### src/design/bracket_comment_balance_checker_defines.svh
// assertion macros for the bracket and comment balance checker
// no dependencies; taken in by every rtl file that carries assertions
`ifndef BRACKET_COMMENT_BALANCE_CHECKER_DEFINES_SVH
`define BRACKET_COMMENT_BALANCE_CHECKER_DEFINES_SVH
`ifndef SYNTHESIS
// property checked on every clock edge outside reset
`define BCBC_ASSERT(lbl, clk, rstn, prop, msg) \
    lbl: assert property (@(posedge clk) disable iff (!rstn) (prop)) else $error(msg);
// consequence checked in the cycle after the trigger
`define BCBC_ASSERT_NEXT(lbl, clk, rstn, ante, cons, msg) \
    lbl: assert property (@(posedge clk) disable iff (!rstn) (ante) |=> (cons)) else $error(msg);
`else
`define BCBC_ASSERT(lbl, clk, rstn, prop, msg)
`define BCBC_ASSERT_NEXT(lbl, clk, rstn, ante, cons, msg)
`endif
`endif

### src/design/bcbc_pkg.sv
// shared types and constants for the bracket and comment balance checker
// no dependencies; used by every module of the block
package bcbc_pkg;

    // default number of open symbols the stack can hold
    localparam int unsigned STACK_DEPTH_DEFAULT = 128;

    // queue between front and back, power of two
    localparam int unsigned QUEUE_DEPTH = 2;
    localparam int unsigned QPTR_W      = $clog2(QUEUE_DEPTH);
    localparam int unsigned QCNT_W      = $clog2(QUEUE_DEPTH + 1);

    // character codes of interest
    localparam logic [7:0] CHAR_LPAREN = 8'h28;
    localparam logic [7:0] CHAR_RPAREN = 8'h29;
    localparam logic [7:0] CHAR_LBRACK = 8'h5b;
    localparam logic [7:0] CHAR_RBRACK = 8'h5d;
    localparam logic [7:0] CHAR_LBRACE = 8'h7b;
    localparam logic [7:0] CHAR_RBRACE = 8'h7d;
    localparam logic [7:0] CHAR_SLASH  = 8'h2f;
    localparam logic [7:0] CHAR_STAR   = 8'h2a;

    typedef enum logic [1:0] {
        KIND_PAREN   = 2'd0,
        KIND_BRACKET = 2'd1,
        KIND_BRACE   = 2'd2,
        KIND_COMMENT = 2'd3
    } kind_t;

    typedef enum logic [1:0] {
        OUT_PAIRED     = 2'd0,
        OUT_LEFT_OPEN  = 2'd1,
        OUT_RIGHT_OPEN = 2'd2,
        OUT_OVERFLOW   = 2'd3
    } outcome_t;

    // stack operation decoded by the front
    typedef enum logic [1:0] {
        OP_NONE = 2'd0,
        OP_PUSH = 2'd1,
        OP_POP  = 2'd2
    } op_t;

    // pending half of a comment delimiter
    typedef enum logic [2:0] {
        PEND_NONE  = 3'b001,
        PEND_SLASH = 3'b010,
        PEND_STAR  = 3'b100
    } pend_t;

    typedef struct packed {
        logic [7:0] text_byte;
        logic       last_byte;
    } in_item_t;

    typedef struct packed {
        logic [1:0] outcome;
        logic [1:0] symbol_kind;
    } out_item_t;

    // classified item handed from front to back
    typedef struct packed {
        op_t   op;
        kind_t kind;
        logic  last;
    } op_item_t;

endpackage

### src/design/bcbc_back.sv
// back end: open-symbol stack, first-error latch and result register
// depends on bcbc_pkg and the assertion macro header
`include "bracket_comment_balance_checker_defines.svh"

module bcbc_back #(
    parameter int unsigned STACK_DEPTH = bcbc_pkg::STACK_DEPTH_DEFAULT
) (
    input  logic                aclk,
    input  logic                aresetn,
    input  bcbc_pkg::op_item_t  op_item,
    input  logic                op_valid,
    output logic                op_ready,
    output bcbc_pkg::out_item_t m_data,
    output logic                m_valid,
    input  logic                m_ready
);
    import bcbc_pkg::*;

    localparam int unsigned AW = $clog2(STACK_DEPTH);
    localparam int unsigned CW = $clog2(STACK_DEPTH + 1);
    localparam logic [CW-1:0] FULL_COUNT = CW'(STACK_DEPTH);

    // entries below the top; the top itself lives in top_reg
    kind_t           stack_mem [STACK_DEPTH];

    logic [CW-1:0]   count_reg,  count_next;
    kind_t           top_reg,    top_next;
    kind_t           bottom_reg, bottom_next;
    kind_t           below_rd_reg;
    kind_t           byp_val_reg;
    logic            byp_sel_reg, byp_sel_next;
    logic            err_reg,    err_next;
    outcome_t        err_out_reg, err_out_next;
    kind_t           err_kind_reg, err_kind_next;
    logic            m_valid_reg, m_valid_next;
    out_item_t       m_data_reg, m_data_next;

    kind_t           below;
    logic            out_free;
    logic            take;
    logic            push_wr;
    logic [CW-1:0]   count_dec;
    logic [CW-1:0]   count_sub2;
    logic [AW-1:0]   wr_addr;
    logic [AW-1:0]   rd_addr;

    // second entry from the top, with forwarding of a same-cycle write
    assign below    = byp_sel_reg ? byp_val_reg : below_rd_reg;
    assign out_free = !m_valid_reg || m_ready;
    assign op_ready = !op_item.last || out_free;
    assign take     = op_valid && op_ready;
    assign m_valid  = m_valid_reg;
    assign m_data   = m_data_reg;

    assign count_dec = count_reg - CW'(1);
    assign wr_addr   = count_dec[AW-1:0];

    // stack operation, error latch and verdict
    always_comb begin
        count_next    = count_reg;
        top_next      = top_reg;
        bottom_next   = bottom_reg;
        err_next      = err_reg;
        err_out_next  = err_out_reg;
        err_kind_next = err_kind_reg;
        push_wr       = 1'b0;
        m_valid_next  = m_valid_reg && !m_ready;
        m_data_next   = m_data_reg;

        if (take && !err_reg) begin
            unique case (op_item.op)
                OP_PUSH: begin
                    if (count_reg == FULL_COUNT) begin
                        err_next      = 1'b1;
                        err_out_next  = OUT_OVERFLOW;
                        err_kind_next = op_item.kind;
                    end else begin
                        push_wr    = (count_reg != '0);
                        top_next   = op_item.kind;
                        count_next = count_reg + CW'(1);
                        if (count_reg == '0) begin
                            bottom_next = op_item.kind;
                        end
                    end
                end
                OP_POP: begin
                    if (count_reg == '0) begin
                        err_next      = 1'b1;
                        err_out_next  = OUT_RIGHT_OPEN;
                        err_kind_next = op_item.kind;
                    end else if (top_reg == op_item.kind) begin
                        count_next = count_dec;
                        top_next   = below;
                    end else begin
                        err_next      = 1'b1;
                        err_out_next  = OUT_LEFT_OPEN;
                        err_kind_next = top_reg;
                    end
                end
                default: ;
            endcase
        end

        // end of text: give the verdict and start afresh
        if (take && op_item.last) begin
            m_valid_next = 1'b1;
            if (err_next) begin
                m_data_next.outcome     = err_out_next;
                m_data_next.symbol_kind = err_kind_next;
            end else if (count_next == '0) begin
                m_data_next.outcome     = OUT_PAIRED;
                m_data_next.symbol_kind = KIND_PAREN;
            end else begin
                m_data_next.outcome     = OUT_LEFT_OPEN;
                m_data_next.symbol_kind = bottom_next;
            end
            count_next    = '0;
            err_next      = 1'b0;
            err_out_next  = OUT_PAIRED;
            err_kind_next = KIND_PAREN;
        end
    end

    // read address tracks the entry under the next top
    assign count_sub2   = count_next - CW'(2);
    assign rd_addr      = count_sub2[AW-1:0];
    assign byp_sel_next = push_wr;

    always_ff @(posedge aclk) begin
        if (!aresetn) begin
            count_reg    <= '0;
            err_reg      <= 1'b0;
            err_out_reg  <= OUT_PAIRED;
            err_kind_reg <= KIND_PAREN;
            m_valid_reg  <= 1'b0;
            byp_sel_reg  <= 1'b0;
        end else begin
            count_reg    <= count_next;
            err_reg      <= err_next;
            err_out_reg  <= err_out_next;
            err_kind_reg <= err_kind_next;
            m_valid_reg  <= m_valid_next;
            byp_sel_reg  <= byp_sel_next;
        end
    end

    // payload registers
    always_ff @(posedge aclk) begin
        top_reg     <= top_next;
        bottom_reg  <= bottom_next;
        byp_val_reg <= top_reg;
        m_data_reg  <= m_data_next;
    end

    // stack memory, one write and one registered read per cycle
    always_ff @(posedge aclk) begin
        if (push_wr) begin
            stack_mem[wr_addr] <= top_reg;
        end
        below_rd_reg <= stack_mem[rd_addr];
    end

    `BCBC_ASSERT_NEXT(a_last_restarts, aclk, aresetn, take && op_item.last, count_reg == '0 && !err_reg && m_valid_reg, "state not cleared after the end of a text")
    `BCBC_ASSERT_NEXT(a_first_error_kept, aclk, aresetn, err_reg && !(take && op_item.last), err_reg && $stable(err_out_reg) && $stable(err_kind_reg), "latched error changed before the end of a text")
    `BCBC_ASSERT_NEXT(a_overflow_flagged, aclk, aresetn, take && !err_reg && !op_item.last && op_item.op == OP_PUSH && count_reg == FULL_COUNT, err_reg && err_out_reg == OUT_OVERFLOW && count_reg == FULL_COUNT, "push on a full stack not flagged")

endmodule

### config.mk
export PLATFORM = sky130hd
export DESIGN_NAME = bcbc_back
export DESIGN_NICKNAME = d
export VERILOG_FILES = /design/src/design/bcbc_pkg.sv /design/src/design/bcbc_back.sv
export VERILOG_INCLUDE_DIRS = /design/src /design/src/design
export SDC_FILE = /design/constraint.sdc
export NUM_CORES = 1
export LEC_CHECK = 0
export BUFFER_PORTS_ARGS = -buffer_cell sky130_fd_sc_hd__buf_2
export CORE_ASPECT_RATIO = 2
export CORE_MARGIN = 10
export CORE_UTILIZATION = 35
export DETAILED_ROUTE_END_ITERATION = 6
export PLACE_DENSITY_LB_ADDON = 0.15
export SLEW_MARGIN = 25
export SYNTH_ARGS = -nofsm -noshare
export SYNTH_HDL_FRONTEND = slang
export SYNTH_SLANG_ARGS = --single-unit
### constraint.sdc
create_clock -name aclk -period 17.54 [get_ports aclk]
set_clock_uncertainty 0.15 [all_clocks]
set_input_delay 0.877 -clock aclk [delete_from_list [all_inputs] [get_ports aclk]]
set_output_delay 0.877 -clock aclk [all_outputs]
set_load 0.03 [all_outputs]
==> run metrics <==
Global Route Usage Sum 15.8%; Period minus WS final 6630 ps; Syn Area/Cell 13.5 sq um; synth warn 0; met2 Track Usage GR 31.4%; Worst-Skew Late Latency 550 ps; relative slew slack 30.5%; initial antenna violation count 0; Fmax achieved 0.151 GHz; ys flop type edfxtp_1; post_cts resized 0; crit path max fanout 41; via density per instance 5.47; Crit Path Category reg2reg; post-synthesis cell count 944; fraction of the mapped netlist area in adder cells 0.490%; Buf/Inv on CP 4; clk slew on worst S/H paths 70 ps; routability cong. 0.890; Post-synth ARST share 0%; pwr/cell area 98.3 nW/um^2; Die Wd 155 um; commonest non-fill, non-tap cells in the layout 262 x edfxtp_1, 185 x nor2_1, 60 x nand2_1; final setup fails 0; Num CTS Buffers 26; multiplexer area fraction after synthesis 12.0%; status finished, final reports clean; GR Overflow Total 0; Worst-Margin Slew 1040 ps; residual DRC count 0; clk root buf clkbuf_16; Syn Std Cell Area 12800 sq um; commonest non-fill, non-tap cell in the layout edfxtp_1; TritonCTS clock tree yes; Peak VDD IR 0.0708 mV; Die Area 45000 sq um; crit path launch type flop; Hold Path Class reg2reg; # fillers 3429; Reg area 8290 sq um; Core ar. 36300 sq um; leakage 4.73 nW; #FFs+latches synth 283; DRT iter0 DRCs 496; Clock Path Buffers 3; # diodes 0; largest net degree at the start of global routing 84; WL/cell 25.3 um; setup TNS 0 ps; number of flip-flops in the largest register 256; htree depth 1; via count 7794; critical path arrival 6870 ps; share of synthesized cell area in and, or, nand and nor gates 12.4%; CP max stage cell nor2_2; Syn Nets 958; Cell Chain, Critical Path inv_1 > ha_1 > or4b_1 > nor3_4 > o21a_1 > o21a_1 > nor2_1 > nor2_2 > inv_1 > buf_4 > ha_1 > xor2_4 > buf_4 > mux4_2 > mux2i_1 > o22ai_1 > nor4b_1 > a221oi_2; GRT Max-Usage Layer met2; complex-gate fraction of the synthesized area 6.49%; RSZ-0062 raised after global routing no; Post CTS Setup Buffer Count 0; Layout Nets 964; Die H 290 um; number of I/O pins 15; post-synth cell types 68; final hold vios 0; post-cts hold buffer count 0; hold_ws 331 ps; Detail Route Antenna Nets 0; first-pass GRT wire length 53.5 mm; CTS Sinks 283; GR Layer Usage met1 16.3%; Initial Utilization 35.2%; PortBufs 14; Cell Rows 99; grt met3 use 1.32%; drt total wl 36.1 mm; DPL Wire Length 23.7 mm; EDFF count, synth 262; layout cells sized above 1 14.5%; vias in the first global route 8305; max-cap violations 0; Pins Over Slew Limit 0; max incr delay on CP 690 ps; router iterations before antenna repair 5; area added between synthesis and finish 11.2%; post-synthesis sequential area ratio 64.9%; Data required, critical path 17780 ps; largest family of logic cells by synthesized area simple AND/OR/NAND/NOR gates; Synth Area in XOR/XNOR 1.22%; Crit. End Element flop; cell family with the largest share of critical-path delay simple AND/OR/NAND/NOR gates; area of the multi-input gates 4210 sq um; fin crit share 37.8%
[final cells by class]
cell class / count / area share (%)
inverters: 11 / 0.291
clock buffers: 31 / 4.71
repair buffers: 32 / 1.44
flip-flops and latches: 283 / 58.3
clock inverters: 17 / 1.59
multi-input cells: 596 / 29.6
well taps: 454 / 4.00
[metrics by stage]
| stage | setup slack (ps) | utilization [%] | power, mW | cell area, sq um | cells |
|---|---|---|---|---|---|
| detailed placement | 10640 | 36.7 | 0.809 | 13300 | 1376 |
| CTS | 10880 | 39.1 | 1.41 | 14200 | 1424 |
| floorplan | 11600 | - | 0.789 | 12800 | 944 |
| finish | 10910 | 39.1 | 1.40 | 14200 | 1424 |
| global route | 10550 | 39.1 | 1.44 | 14200 | 1424 |
| global placement | 10780 | 36.7 | 0.809 | 13300 | 1376 |
[report_power, final]
part           switching (mW)  total, mW  leakage, nW  internal, mW
registers            0.000916      0.738         2.53         0.737
clock network           0.256      0.603        0.424         0.348
logic                  0.0391     0.0553         1.78        0.0162
total                   0.296       1.40         4.73          1.10
[worst paths after layout]
kind	endpoint	slack (ps)	cells after the start	start
max	below_rd_reg[1]	10910	18	count_reg[0]
max reg2reg	below_rd_reg[1]	10910	18	count_reg[0]
min reg2reg	bottom_reg[0]	330	1	bottom_reg[0]
min	bottom_reg[0]	330	1	bottom_reg[0]
[cell families after synthesis]
logic type               count (synthesis)
AND/OR/NAND/NOR                        353
multiplexers                           106
flip-flops                             283
buffers and inverters                   65
adder cells (fa/ha/maj)                  5
XOR/XNOR                                17
AO/OA/AOI/OAI                          115
[cells in the mapped netlist, types with 13 or more instances]
| cell type | n | area (sq um) |
|---|---|---|
| a21oi_1 | 22 | 110 |
| clkbuf_1 | 31 | 116 |
| dfxtp_1 | 21 | 420 |
| edfxtp_1 | 262 | 7870 |
| mux2_2 | 13 | 146 |
| mux2i_1 | 57 | 571 |
| mux4_2 | 36 | 811 |
| nand2_1 | 62 | 233 |
| nand3_1 | 31 | 155 |
| nor2_1 | 185 | 694 |
| nor3_1 | 20 | 100 |
| o21ai_0 | 20 | 100 |
[routing by layer]
layer  vias up  wire (um)
li1       3583          -
met1      4023      12800
met2       136      21200
met3        52        952
met4         0       1180
met5         -          0
No activity file was read; power rests on OpenSTA's default activity.
